==> src/rtl/core/dnp_pkg.sv <==
`default_nettype none

package dnp_pkg;

    localparam int CHAR_W      = 8;
    localparam int EXP_W       = 18;
    localparam int SIG_OUT_W   = 64;
    localparam int OUT_TDATA_W = 96;
    localparam int OUT_TUSER_W = 2;

    localparam int OFS_NEG  = 0;
    localparam int OFS_SIG  = OFS_NEG + 1;
    localparam int OFS_EXP  = OFS_SIG + SIG_OUT_W;
    localparam int OFS_STOP = OFS_EXP + EXP_W;
    localparam int OFS_PAD  = OFS_STOP + CHAR_W;

    localparam int USR_STATUS = 0;
    localparam int USR_SAT    = 1;

    localparam int APB_ADDR_W = 4;
    localparam int APB_DATA_W = 32;
    localparam int REG_IDX_W  = APB_ADDR_W - 2;

    localparam logic [REG_IDX_W-1:0] REG_TOLERANT = 2'd0;
    localparam logic [REG_IDX_W-1:0] REG_DEC_SEP  = 2'd1;
    localparam logic [REG_IDX_W-1:0] REG_THOU_SEP = 2'd2;

    localparam logic [CHAR_W-1:0] DEC_SEP_RST  = 8'd46;
    localparam logic [CHAR_W-1:0] THOU_SEP_RST = 8'd44;

    localparam logic [CHAR_W-1:0] CH_MINUS   = 8'h2D;
    localparam logic [CHAR_W-1:0] CH_PLUS    = 8'h2B;
    localparam logic [CHAR_W-1:0] CH_ZERO    = 8'h30;
    localparam logic [CHAR_W-1:0] CH_NINE    = 8'h39;
    localparam logic [CHAR_W-1:0] CH_UPPER_E = 8'h45;
    localparam logic [CHAR_W-1:0] CH_LOWER_E = 8'h65;

    localparam int QUEUE_DEPTH = 2;

    typedef struct packed {
        logic              tolerant;
        logic [CHAR_W-1:0] dec_sep;
        logic [CHAR_W-1:0] thou_sep;
    } t_cfg;

    typedef struct packed {
        logic              eot;
        logic [CHAR_W-1:0] code;
        logic              is_digit;
        logic [3:0]        digit;
        logic              is_minus;
        logic              is_plus;
        logic              is_dsep;
        logic              is_tsep;
        logic              is_eletter;
    } t_item;

endpackage

`default_nettype wire

==> src/rtl/core/dnp_front.sv <==
`default_nettype none

module dnp_front (
    input  dnp_pkg::t_cfg               i_cfg,
    input  logic [dnp_pkg::CHAR_W-1:0]  i_char,
    input  logic                        i_eot,
    output dnp_pkg::t_item              o_item
);
    import dnp_pkg::*;

    logic [CHAR_W-1:0] w_offset;

    assign w_offset = i_char - CH_ZERO;

    always_comb begin
        o_item.eot        = i_eot;
        o_item.code       = i_char;
        o_item.is_digit   = (i_char >= CH_ZERO) && (i_char <= CH_NINE);
        o_item.digit      = w_offset[3:0];
        o_item.is_minus   = (i_char == CH_MINUS);
        o_item.is_plus    = (i_char == CH_PLUS);
        o_item.is_dsep    = (i_char == i_cfg.dec_sep);
        o_item.is_tsep    = (i_char == i_cfg.thou_sep);
        o_item.is_eletter = (i_char == CH_UPPER_E) || (i_char == CH_LOWER_E);
    end

endmodule

`default_nettype wire

==> src/rtl/core/dnp_queue.sv <==
`default_nettype none

module dnp_queue (
    input  logic           i_clk,
    input  logic           i_rst_n,
    input  logic           i_push,
    input  dnp_pkg::t_item i_item,
    output logic           o_ready,
    output logic           o_valid,
    output dnp_pkg::t_item o_item,
    input  logic           i_pop
);
    import dnp_pkg::*;

    localparam int PTR_W = $clog2(QUEUE_DEPTH);
    localparam int CNT_W = $clog2(QUEUE_DEPTH + 1);

    t_item            r_mem [QUEUE_DEPTH];
    logic [PTR_W-1:0] r_wr_ptr;
    logic [PTR_W-1:0] r_rd_ptr;
    logic [CNT_W-1:0] r_count;

    assign o_ready = (r_count != CNT_W'(QUEUE_DEPTH));
    assign o_valid = (r_count != '0);
    assign o_item  = r_mem[r_rd_ptr];

    // The depth is a power of two, so the pointers wrap on their own.
    always_ff @(posedge i_clk) begin
        if (!i_rst_n) begin
            r_wr_ptr <= '0;
            r_rd_ptr <= '0;
            r_count  <= '0;
        end else begin
            if (i_push) begin
                r_wr_ptr <= r_wr_ptr + 1'b1;
            end
            if (i_pop) begin
                r_rd_ptr <= r_rd_ptr + 1'b1;
            end
            if (i_push && !i_pop) begin
                r_count <= r_count + 1'b1;
            end else if (i_pop && !i_push) begin
                r_count <= r_count - 1'b1;
            end
        end
    end

    always_ff @(posedge i_clk) begin
        if (i_push) begin
            r_mem[r_wr_ptr] <= i_item;
        end
    end

endmodule

`default_nettype wire

==> src/rtl/core/dnp_back.sv <==
`default_nettype none

module dnp_back #(
    parameter int SIGNIFICAND_BITS = 64,
    parameter int COUNT_BITS       = 16
) (
    input  logic                               i_clk,
    input  logic                               i_rst_n,
    input  dnp_pkg::t_cfg                      i_cfg,
    input  logic                               i_item_valid,
    input  dnp_pkg::t_item                     i_item,
    output logic                               o_item_pop,
    output logic                               o_m_tvalid,
    input  logic                               i_m_tready,
    output logic [dnp_pkg::OUT_TDATA_W-1:0]    o_m_tdata,
    output logic [dnp_pkg::OUT_TUSER_W-1:0]    o_m_tuser,
    output logic                               o_m_tlast
);
    import dnp_pkg::*;

    localparam int SB = SIGNIFICAND_BITS;
    localparam int CB = COUNT_BITS;
    localparam int SX = SB + 4;
    localparam int CX = CB + 4;

    typedef enum logic [2:0] {
        PH_START, PH_SIGNED, PH_INT, PH_FRAC_START, PH_FRAC,
        PH_EXP_START, PH_EXP_SIGN, PH_EXP
    } t_phase;

    t_phase                 r_phase, n_phase;
    logic                   r_mant_neg, n_mant_neg;
    logic                   r_exp_neg, n_exp_neg;
    logic                   r_found_int, n_found_int;
    logic                   r_found_frac, n_found_frac;
    logic                   r_found_exp, n_found_exp;
    logic                   r_found_elet, n_found_elet;
    logic [SB-1:0]          r_sig, n_sig;
    logic [CB-1:0]          r_frac, n_frac;
    logic [CB-1:0]          r_exp, n_exp;
    logic                   r_sat, n_sat;
    logic                   r_out_valid;
    logic [OUT_TDATA_W-1:0] r_out_data, n_out_data;
    logic [OUT_TUSER_W-1:0] r_out_user, n_out_user;
    logic                   r_out_last;

    logic          w_consumed;
    logic          w_add_sig;
    logic          w_add_frac;
    logic          w_add_exp;
    logic [SX-1:0] w_sig_x10;
    logic [CX-1:0] w_exp_x10;
    logic          w_finish;
    logic          w_out_free;

    logic                 w_mant;
    logic                 w_res_neg;
    logic [SIG_OUT_W-1:0] w_res_sig;
    logic [EXP_W-1:0]     w_res_exp;
    logic                 w_res_status;
    logic [EXP_W-1:0]     w_e_ext;
    logic [EXP_W-1:0]     w_e_val;
    logic [EXP_W-1:0]     w_f_ext;

    assign w_sig_x10 = {1'b0, r_sig, 3'b000} + {3'b000, r_sig, 1'b0} + SX'(i_item.digit);
    assign w_exp_x10 = {1'b0, r_exp, 3'b000} + {3'b000, r_exp, 1'b0} + CX'(i_item.digit);

    always_comb begin
        n_phase      = r_phase;
        n_mant_neg   = r_mant_neg;
        n_exp_neg    = r_exp_neg;
        n_found_int  = r_found_int;
        n_found_frac = r_found_frac;
        n_found_exp  = r_found_exp;
        n_found_elet = r_found_elet;
        n_sig        = r_sig;
        n_frac       = r_frac;
        n_exp        = r_exp;
        n_sat        = r_sat;
        w_consumed   = 1'b0;
        w_add_sig    = 1'b0;
        w_add_frac   = 1'b0;
        w_add_exp    = 1'b0;

        case (r_phase)
            PH_START, PH_SIGNED: begin
                w_consumed = 1'b1;
                if ((r_phase == PH_START) && i_item.is_minus) begin
                    n_mant_neg = 1'b1;
                    n_phase    = PH_SIGNED;
                end else if ((r_phase == PH_START) && i_item.is_plus) begin
                    n_phase = PH_SIGNED;
                end else if (i_item.is_digit) begin
                    n_found_int = 1'b1;
                    w_add_sig   = 1'b1;
                    n_phase     = PH_INT;
                end else if (i_item.is_dsep) begin
                    n_phase = PH_FRAC_START;
                end else if (i_item.is_eletter) begin
                    n_found_elet = 1'b1;
                    n_phase      = PH_EXP_START;
                end else begin
                    w_consumed = 1'b0;
                end
            end
            PH_INT: begin
                w_consumed = 1'b1;
                if (i_item.is_tsep) begin
                    n_phase = PH_INT;
                end else if (i_item.is_digit) begin
                    w_add_sig = 1'b1;
                end else if (i_item.is_dsep) begin
                    n_phase = PH_FRAC_START;
                end else if (i_item.is_eletter) begin
                    n_found_elet = 1'b1;
                    n_phase      = PH_EXP_START;
                end else begin
                    w_consumed = 1'b0;
                end
            end
            PH_FRAC_START, PH_FRAC: begin
                w_consumed = 1'b1;
                if (i_item.is_digit) begin
                    n_found_frac = 1'b1;
                    w_add_sig    = 1'b1;
                    w_add_frac   = 1'b1;
                    n_phase      = PH_FRAC;
                end else if (i_item.is_eletter) begin
                    n_found_elet = 1'b1;
                    n_phase      = PH_EXP_START;
                end else begin
                    w_consumed = 1'b0;
                end
            end
            PH_EXP_START, PH_EXP_SIGN, PH_EXP: begin
                w_consumed = 1'b1;
                if ((r_phase == PH_EXP_START) && i_item.is_minus) begin
                    n_exp_neg = 1'b1;
                    n_phase   = PH_EXP_SIGN;
                end else if ((r_phase == PH_EXP_START) && i_item.is_plus) begin
                    n_phase = PH_EXP_SIGN;
                end else if (i_item.is_digit) begin
                    n_found_exp = 1'b1;
                    w_add_exp   = 1'b1;
                    n_phase     = PH_EXP;
                end else begin
                    w_consumed = 1'b0;
                end
            end
            default: begin
                w_consumed = 1'b0;
            end
        endcase

        if (w_add_sig) begin
            if (|w_sig_x10[SX-1:SB]) begin
                n_sig = '1;
                n_sat = 1'b1;
            end else begin
                n_sig = w_sig_x10[SB-1:0];
            end
        end
        if (w_add_frac) begin
            if (&r_frac) begin
                n_sat = 1'b1;
            end else begin
                n_frac = r_frac + 1'b1;
            end
        end
        if (w_add_exp) begin
            if (|w_exp_x10[CX-1:CB]) begin
                n_exp = '1;
                n_sat = 1'b1;
            end else begin
                n_exp = w_exp_x10[CB-1:0];
            end
        end
    end

    assign w_e_ext = EXP_W'(r_exp);
    assign w_e_val = r_exp_neg ? (~w_e_ext + 1'b1) : w_e_ext;
    assign w_f_ext = EXP_W'(r_frac);
    assign w_mant  = r_found_int || r_found_frac;

    always_comb begin
        w_res_neg    = 1'b0;
        w_res_sig    = '0;
        w_res_exp    = '0;
        w_res_status = 1'b0;
        if (w_mant) begin
            if (r_found_exp) begin
                w_res_neg = r_mant_neg;
                w_res_sig = SIG_OUT_W'(r_sig);
                w_res_exp = w_e_val - w_f_ext;
            end else if (r_found_elet && !i_cfg.tolerant) begin
                w_res_status = 1'b1;
            end else begin
                w_res_neg = r_mant_neg;
                w_res_sig = SIG_OUT_W'(r_sig);
                w_res_exp = EXP_W'(0) - w_f_ext;
            end
        end else if (r_found_exp) begin
            w_res_neg = r_mant_neg;
            w_res_sig = SIG_OUT_W'(1);
            w_res_exp = w_e_val;
        end else if (!i_cfg.tolerant) begin
            w_res_status = 1'b1;
        end else begin
            w_res_sig = SIG_OUT_W'(r_found_elet);
        end

        n_out_data                          = '0;
        n_out_data[OFS_NEG]                 = w_res_neg;
        n_out_data[OFS_SIG +: SIG_OUT_W]    = w_res_sig;
        n_out_data[OFS_EXP +: EXP_W]        = w_res_exp;
        n_out_data[OFS_STOP +: CHAR_W]      = i_item.eot ? '0 : i_item.code;
        n_out_user                          = '0;
        n_out_user[USR_STATUS]              = w_res_status;
        n_out_user[USR_SAT]                 = r_sat;
    end

    assign w_finish   = i_item.eot || !w_consumed;
    assign w_out_free = !r_out_valid || i_m_tready;
    assign o_item_pop = i_item_valid && (!w_finish || w_out_free);

    always_ff @(posedge i_clk) begin
        if (!i_rst_n) begin
            r_phase      <= PH_START;
            r_mant_neg   <= 1'b0;
            r_exp_neg    <= 1'b0;
            r_found_int  <= 1'b0;
            r_found_frac <= 1'b0;
            r_found_exp  <= 1'b0;
            r_found_elet <= 1'b0;
            r_sig        <= '0;
            r_frac       <= '0;
            r_exp        <= '0;
            r_sat        <= 1'b0;
            r_out_valid  <= 1'b0;
        end else begin
            if (o_item_pop && w_finish) begin
                r_phase      <= PH_START;
                r_mant_neg   <= 1'b0;
                r_exp_neg    <= 1'b0;
                r_found_int  <= 1'b0;
                r_found_frac <= 1'b0;
                r_found_exp  <= 1'b0;
                r_found_elet <= 1'b0;
                r_sig        <= '0;
                r_frac       <= '0;
                r_exp        <= '0;
                r_sat        <= 1'b0;
                r_out_valid  <= 1'b1;
                r_out_data   <= n_out_data;
                r_out_user   <= n_out_user;
                r_out_last   <= i_item.eot;
            end else begin
                if (o_item_pop) begin
                    r_phase      <= n_phase;
                    r_mant_neg   <= n_mant_neg;
                    r_exp_neg    <= n_exp_neg;
                    r_found_int  <= n_found_int;
                    r_found_frac <= n_found_frac;
                    r_found_exp  <= n_found_exp;
                    r_found_elet <= n_found_elet;
                    r_sig        <= n_sig;
                    r_frac       <= n_frac;
                    r_exp        <= n_exp;
                    r_sat        <= n_sat;
                end
                if (i_m_tready) begin
                    r_out_valid <= 1'b0;
                end
            end
        end
    end

    assign o_m_tvalid = r_out_valid;
    assign o_m_tdata  = r_out_data;
    assign o_m_tuser  = r_out_user;
    assign o_m_tlast  = r_out_last;

endmodule

`default_nettype wire

==> src/rtl/core/decimal_number_text_parser.sv <==
// Throughput: one character per clock cycle, sustained while the result side takes requests.
// The character ending the literal passes through the queue stage, and its result is presented
// on the output from the output register.
// Reset (synchronous, active low) clears the parse state, the queue and the output valid,
// and returns the configuration registers to their reset values; no clearing pass is needed.
`default_nettype none

module decimal_number_text_parser #(
    parameter int SIGNIFICAND_BITS = 64,
    parameter int COUNT_BITS       = 16
) (
    input  logic                               i_clk,
    input  logic                               i_rst_n,
    input  logic                               i_s_tvalid,
    output logic                               o_s_tready,
    input  logic [dnp_pkg::CHAR_W-1:0]         i_s_tdata,  // [7:0] char_code
    input  logic                               i_s_tlast,  // end_of_text
    output logic                               o_m_tvalid,
    input  logic                               i_m_tready,
    // [0] is_negative, [64:1] significand, [82:65] exponent_ten,
    // [90:83] stop_char, [95:91] zero
    output logic [dnp_pkg::OUT_TDATA_W-1:0]    o_m_tdata,
    output logic [dnp_pkg::OUT_TUSER_W-1:0]    o_m_tuser,  // [0] status, [1] saturated
    output logic                               o_m_tlast,  // stopped_at_end
    input  logic                               i_psel,
    input  logic                               i_penable,
    input  logic                               i_pwrite,
    input  logic [dnp_pkg::APB_ADDR_W-1:0]     i_paddr,
    input  logic [dnp_pkg::APB_DATA_W-1:0]     i_pwdata,
    output logic [dnp_pkg::APB_DATA_W-1:0]     o_prdata,
    output logic                               o_pready
);
    import dnp_pkg::*;

    t_cfg                 r_cfg;
    logic [REG_IDX_W-1:0] w_reg_idx;
    logic                 w_cfg_write;
    t_item                w_front_item;
    t_item                w_queue_item;
    logic                 w_queue_valid;
    logic                 w_queue_pop;
    logic                 w_push;

    assign o_pready    = 1'b1;
    assign w_reg_idx   = i_paddr[APB_ADDR_W-1:2];
    assign w_cfg_write = i_psel && i_penable && i_pwrite && o_pready;

    always_ff @(posedge i_clk) begin
        if (!i_rst_n) begin
            r_cfg.tolerant <= 1'b0;
            r_cfg.dec_sep  <= DEC_SEP_RST;
            r_cfg.thou_sep <= THOU_SEP_RST;
        end else if (w_cfg_write) begin
            case (w_reg_idx)
                REG_TOLERANT: r_cfg.tolerant <= i_pwdata[0];
                REG_DEC_SEP:  r_cfg.dec_sep  <= i_pwdata[CHAR_W-1:0];
                REG_THOU_SEP: r_cfg.thou_sep <= i_pwdata[CHAR_W-1:0];
                default: begin
                end
            endcase
        end
    end

    always_comb begin
        case (w_reg_idx)
            REG_TOLERANT: o_prdata = APB_DATA_W'(r_cfg.tolerant);
            REG_DEC_SEP:  o_prdata = APB_DATA_W'(r_cfg.dec_sep);
            REG_THOU_SEP: o_prdata = APB_DATA_W'(r_cfg.thou_sep);
            default:      o_prdata = '0;
        endcase
    end

    dnp_front u_front (
        .i_cfg  (r_cfg),
        .i_char (i_s_tdata),
        .i_eot  (i_s_tlast),
        .o_item (w_front_item)
    );

    assign w_push = i_s_tvalid && o_s_tready;

    dnp_queue u_queue (
        .i_clk   (i_clk),
        .i_rst_n (i_rst_n),
        .i_push  (w_push),
        .i_item  (w_front_item),
        .o_ready (o_s_tready),
        .o_valid (w_queue_valid),
        .o_item  (w_queue_item),
        .i_pop   (w_queue_pop)
    );

    dnp_back #(
        .SIGNIFICAND_BITS (SIGNIFICAND_BITS),
        .COUNT_BITS       (COUNT_BITS)
    ) u_back (
        .i_clk        (i_clk),
        .i_rst_n      (i_rst_n),
        .i_cfg        (r_cfg),
        .i_item_valid (w_queue_valid),
        .i_item       (w_queue_item),
        .o_item_pop   (w_queue_pop),
        .o_m_tvalid   (o_m_tvalid),
        .i_m_tready   (i_m_tready),
        .o_m_tdata    (o_m_tdata),
        .o_m_tuser    (o_m_tuser),
        .o_m_tlast    (o_m_tlast)
    );

endmodule

`default_nettype wire

==> config.mk <==
export PLATFORM = sky130hd
export DESIGN_NAME = decimal_number_text_parser
export DESIGN_NICKNAME = d
export VERILOG_FILES = /design/src/rtl/core/dnp_pkg.sv /design/src/rtl/core/dnp_front.sv /design/src/rtl/core/dnp_queue.sv /design/src/rtl/core/dnp_back.sv /design/src/rtl/core/decimal_number_text_parser.sv
export SDC_FILE = /design/constraint.sdc
export NUM_CORES = 1
export LEC_CHECK = 0
export BUFFER_PORTS_ARGS = -buffer_cell sky130_fd_sc_hd__buf_4
export CORE_UTILIZATION = 40
export DETAILED_ROUTE_END_ITERATION = 10
export GPL_TIMING_DRIVEN = 0
export HOLD_SLACK_MARGIN = 0.15
export PLACE_DENSITY = 0.68
export RECOVER_POWER = 25
export SYNTH_ARGS = -nofsm -noshare
export SYNTH_HDL_FRONTEND = slang
export SYNTH_HIERARCHICAL = 1
export SYNTH_SLANG_ARGS = --single-unit
==> constraint.sdc <==
create_clock -name i_clk -period 5.5 [get_ports i_clk]
set_clock_uncertainty 0.1 [all_clocks]
set_input_delay 0.55 -clock i_clk [delete_from_list [all_inputs] [get_ports i_clk]]
set_output_delay 0.55 -clock i_clk [all_outputs]
set_load 0.005 [all_outputs]
After elaboration in Yosys (flattened, before gate mapping)
Memories as Yosys holds them, arrays and structs flattened. A register that Yosys moved wholly into a read port is not among the register bits.
Index checks and enable logic that the tools add are counted.
{"block": "word_totals", "ram_bits": 38, "wordCells": 193, "mem_count": 1, "in_bits": 52, "register_bits": 222}
{"block": "op_classes", "n_bitwise": 7, "magnitude_cmp": 2, "add_sub_neg": 13, "n_reduce_logical": 51, "n_mux": 75, "eq_ne": 22}
{"memory": "u_queue.r_mem", "depth": 2, "word_bits": 19, "rd": 1, "rd_clocked_by_memory_dff": 1, "wr": 1, "line": "dnp_queue.sv:18", "text": "t_item r_mem [QUEUE_DEPTH];"}
{"operator": "$mux W64", "count": 5}
{"operator": "$mux W18", "count": 5}
{"operator": "$add A67 B65 Y68", "count": 1}
{"operator": "$add A68 B4 Y68", "count": 1}
{"operator": "$mux W1", "count": 46}
{"operator": "$mux W3", "count": 11}
{"operator": "$pmux W8 S3", "count": 1}
{"operator": "$add A19 B17 Y20", "count": 1}
{"operator": "$add A20 B4 Y20", "count": 1}
{"operator": "$add A18 B1 Y18 const B", "count": 1}
{"operator": "$not A16 Y18", "count": 1}
{"operator": "$sub A18 B16 Y18", "count": 1}
{"operator": "$sub A1 B16 Y17 const A", "count": 1}
{"operator": "$add A16 B1 Y16 const B", "count": 1}
{"operator": "$eq A8 B6 Y1 const B", "count": 2}
{"operator": "$eq A8 B7 Y1 const B", "count": 2}
{"operator": "$eq A8 B8 Y1", "count": 2}
{"operator": "$mux W16", "count": 1}
{"operator": "$reduce_and A16 Y1", "count": 1}
{"operator": "$reduce_and A3 Y1", "count": 5}
{"operator": "$logic_and A1 B1 Y1", "count": 13}
{"operator": "$eq A3 B3 Y1 const B", "count": 4}
{"operator": "$pmux W3 S4", "count": 1}
{"operator": "$reduce_and A2 Y1", "count": 6}
{"operator": "28 further kinds", "count": 56}

Depth between registers and ports, before layout
{"block": "logic_depth", "depth_word": 14, "depth_mapped": 18, "mapped_depth_nobuf": 14}

Modules after synthesis
Netlist, hierarchy kept.
{"module": "dnp_back", "seq_area_each_um2": 4964.8, "cells_per_inst": 1709, "instances": 1, "area_each_um2": 15706.3}
{"module": "dnp_queue", "seq_area_each_um2": 1241.2, "cells_per_inst": 81, "instances": 1, "area_each_um2": 1590.3}
{"module": "decimal_number_text_parser", "seq_area_each_um2": 340.3, "cells_per_inst": 115, "instances": 1, "area_each_um2": 983.4}
{"module": "dnp_front", "seq_area_each_um2": 0.0, "cells_per_inst": 45, "instances": 1, "area_each_um2": 346.6}

Least setup slack after synthesis
Ideal clock, no wire load.
{"block": "synth_path", "path_kind": "reg2reg", "from": "reg (tool-made name)", "to": "reg u_back.r_out_data[0] (netlist: u_back/o_m_tdata[0]), enable pin", "required_time_ns": 4.937, "path_buffers": 2, "stages_incl_launch_ff": 10, "period_less_slack_ns": 4.677, "arrival_time_ns": 4.115, "setup_slack_ns": 0.823, "cell_sequence": "dfxtp_1 -> buf_2 -> buf_6 -> mux2_1 -> nor3_1 -> o21ai_0 -> a31oi_1 -> nor2_1 -> nor3b_1 -> and2_1"}
{"element": "end signal: assignment", "line": "dnp_back.sv:254", "text": "r_out_data <= n_out_data;"}
{"element": "end: declaration", "line": "dnp_back.sv:43", "text": "logic [OUT_TDATA_W-1:0] r_out_data, n_out_data;"}

==> metrics.md <==
| Metric | Value |
|---|---|
| Worst Max-Slew Pin Slew | 1210 ps |
| Max-slew violation count | 0 |
| Met3 Wirelength | 1900 µm |
| WP data required | 5910 ps |
| Clock-pin slew on the worst setup and hold paths | 60 ps |
| Startpoint Class | flip-flop |
| Setup TNS | 0 ps |
| Synth area leaders | edfxtp_1, dfxtp_1, ha_1 |
| Fraction of layout cells with a size suffix above 1 | 0.143 |
| # DRC | 0 |
| Period utilisation layout | 0.951 |
| CTS buffer count | 29 |
| Clock tree buffer depth | 3 |
| Insertion delay to the later sink of the worst-skew pair | 590 ps |
| H-tree levels | 1 |
| Met2 WL | 22,900 µm |
| Area after DPL | 0.0205 mm² |
| Ys flop type | edfxtp_1 |
| First-pass GRT wire length | 76,800 µm |
| Syn_area_per_cell | 9.55 µm² |
| Post-route insts no fill | 2,771 |
| Number of global-route vias before repair | 14,800 |
| Syn Inst Count | 1,950 |
| Run status | complete, no violations |
| IO Port Bufs | 128 |
| Unrepaired setup endpoints after global routing | no |
| CORE AREA | 0.0457 mm² |
| Drt first-iter violations | 1,077 |
| FF+latch count, synth | 261 |
| Max VDD drop | 275 µV |
| Ys async rst share | 0 |
| Leading area contributor after synthesis | edfxtp_1 |
| Vias | 15,234 |
| Final Util | 0.472 |
| List of most frequent post-synthesis cells | ha_1, o21ai_0, nand2_1 |
| Hold crit path type | primary input to flip-flop |
| Reg-to-reg slack, setup | 270 ps |
| Highest metal used | met4 |
| Arrival time of the worst setup path | 5650 ps |
| Top Ports | 186 |
| Die Y | 218 µm |
| Seq/Total Area, Yosys | 0.351 |
| Hold Startpoint | i_pwdata[5] |
| Post-Place Cells | 2,707 |
| Max cap viols | 0 |
| Final setup viols | 0 |
| TritonCTS clock tree | built |
| Final instance area | 0.0215 mm² |
| Syn. warnings | 6 |
| Netlist cell types | 97 |
| Post-synth EDFFs | 132 |
| Final Hold Fails | 0 |
| WL final | 47,600 µm |
| Leak | 8.80 nW |
| Gr usage total | 0.198 |
| Met1 WL | 21,500 µm |
| Vias per std cell | 5.50 |
| Layout Nets | 2,383 |
| Largest net degree at the start of global routing | 59 |
| RePlAce Congestion | 0.908 |
| Postcts setup bufs | 0 |
| P&R area growth vs syn | 15.7% |
| Drt pass-1 iters | 8 |
| Fillers | 4,346 |
| Fmax | 191 MHz |
| CP Capture Type | flip-flop |
| Grt ovf | 0 |
| Detail Placement HPWL | 36,600 µm |
| Initial antenna violation count | 1 |
| Rows | 78 |
| Slew HR | 0.194 |
| Pwr Total | 7.39 mW |
| Mapped Area | 0.0186 mm² |
| Die ar. | 0.0474 mm² |
| Crit-path max FO | 10 |
| Clock root buffer | clkbuf_16 |
| Top-area cell type share of the netlist area | 0.213 |
| Crit path kind | flip-flop to flip-flop |
| Antenna Cells | 0 |
| Drt wl/cell | 17.2 µm |
| Final ANT Viol Nets | 0 |
| Initial core utilization | 0.408 |
| Most common cell in the netlist | ha_1 |
| Chip width | 218 µm |
| Minimum clock period | 5230 ps |
| Power per cell area | 343 mW/mm² |
| Clk sinks | 261 |
## cell type report
type / instances / area (µm²) / share of cell area
repair buffers: 140 / 1040 / 0.0483
clock buffers: 34 / 774 / 0.0360
multi-input cells: 1516 / 11200 / 0.518
plain buffers: 140 / 800 / 0.0371
well taps: 600 / 751 / 0.0348
clock inverters: 20 / 246 / 0.0114
flip-flops and latches: 261 / 6550 / 0.304
inverters: 60 / 225 / 0.0105
## cells by family after synthesis
group / synth area share
mux: 0.0214
fa+ha+maj: 0.125
compound gates: 0.229
simple gates: 0.156
flops: 0.351
other cells: 0.000605
buf+inv: 0.0550
xor+xnor: 0.0621
## worst max-delay path: stages (launching register included)
cell and delay, ps:
dfxtp_1 310, buf_2 280, mux2_1 480, fa_1 610, inv_1 70, fa_1 460, nand2b_1 180, a21oi_1 300
o211ai_1 180, nand3_1 240, a21boi_2 160, o41ai_1 910, o211a_1 250, nor4_2 60, buf_6 190, buf_6 190
a31oi_4 170
## per-stage QoR
step                      hold WS, ps  worst slack (ps)
final                             198               268
after CTS                         158               257
after floorplan                   309               823
after detailed placement          376               315
after global routing              177              21.9
after global placement            367              -765
## where the power goes
part | internal, mW | switching [mW] | total [mW]
sequential | 2.37 | 0.197 | 2.57
combinational | 0.997 | 1.75 | 2.74
clock | 1.24 | 0.832 | 2.08
total | 4.62 | 2.77 | 7.39
## layer usage
metal / up-vias / global-route usage
met5: - / 0
met2: 375 / 0.338
li1: 7538 / -
met1: 7251 / 0.261
met3: 70 / 0.0208
met4: 0 / 0.0636
## layout by cell type, fill, tap and decap left out, drive strengths merged, types with 43 or more instances in the layout
| master | count |
|---|---|
| a31oi | 90 |
| and2 | 86 |
| edfxtp | 132 |
| nor2 | 113 |
| o21ai | 169 |
| nand2 | 133 |
| inv | 62 |
| a21oi | 134 |
| clkbuf | 179 |
| xnor2 | 89 |
| dfxtp | 129 |
| buf | 125 |
| xor2 | 43 |
| ha | 178 |
## path summary, 6_finish.rpt
path,end,depth (start not counted)
min,r_cfg[13]$_SDFFE_PN1P_,3
min reg2reg,u_back/r_found_frac$_SDFFE_PP0P_,2
max,u_back/r_sig[33]$_SDFFE_PP0P_,16
max reg2reg,u_back/r_sig[33]$_SDFFE_PP0P_,16
## sequential cells by signal, summed over array words and instances, names as in the netlist, 2 cells and up, named ones only
register / cells
r_cfg: 17
u_back/r_frac: 16
u_queue/r_count: 2
u_back/r_sig: 64
u_queue/r_mem: 38
u_back/r_exp: 16
u_back/o_m_tuser: 2
u_back/r_phase: 3
u_back/o_m_tdata: 91
## timing repair
| action | in CTS | in global routing |
|---|---|---|
| setup endpoints to repair | 0 | 9 |
| hold buffers | 10 | 0 |
| resized for setup | 0 | 1 |
| endpoints found under the hold margin | 16 | 0 |
(Power assumes the default switching activity.)
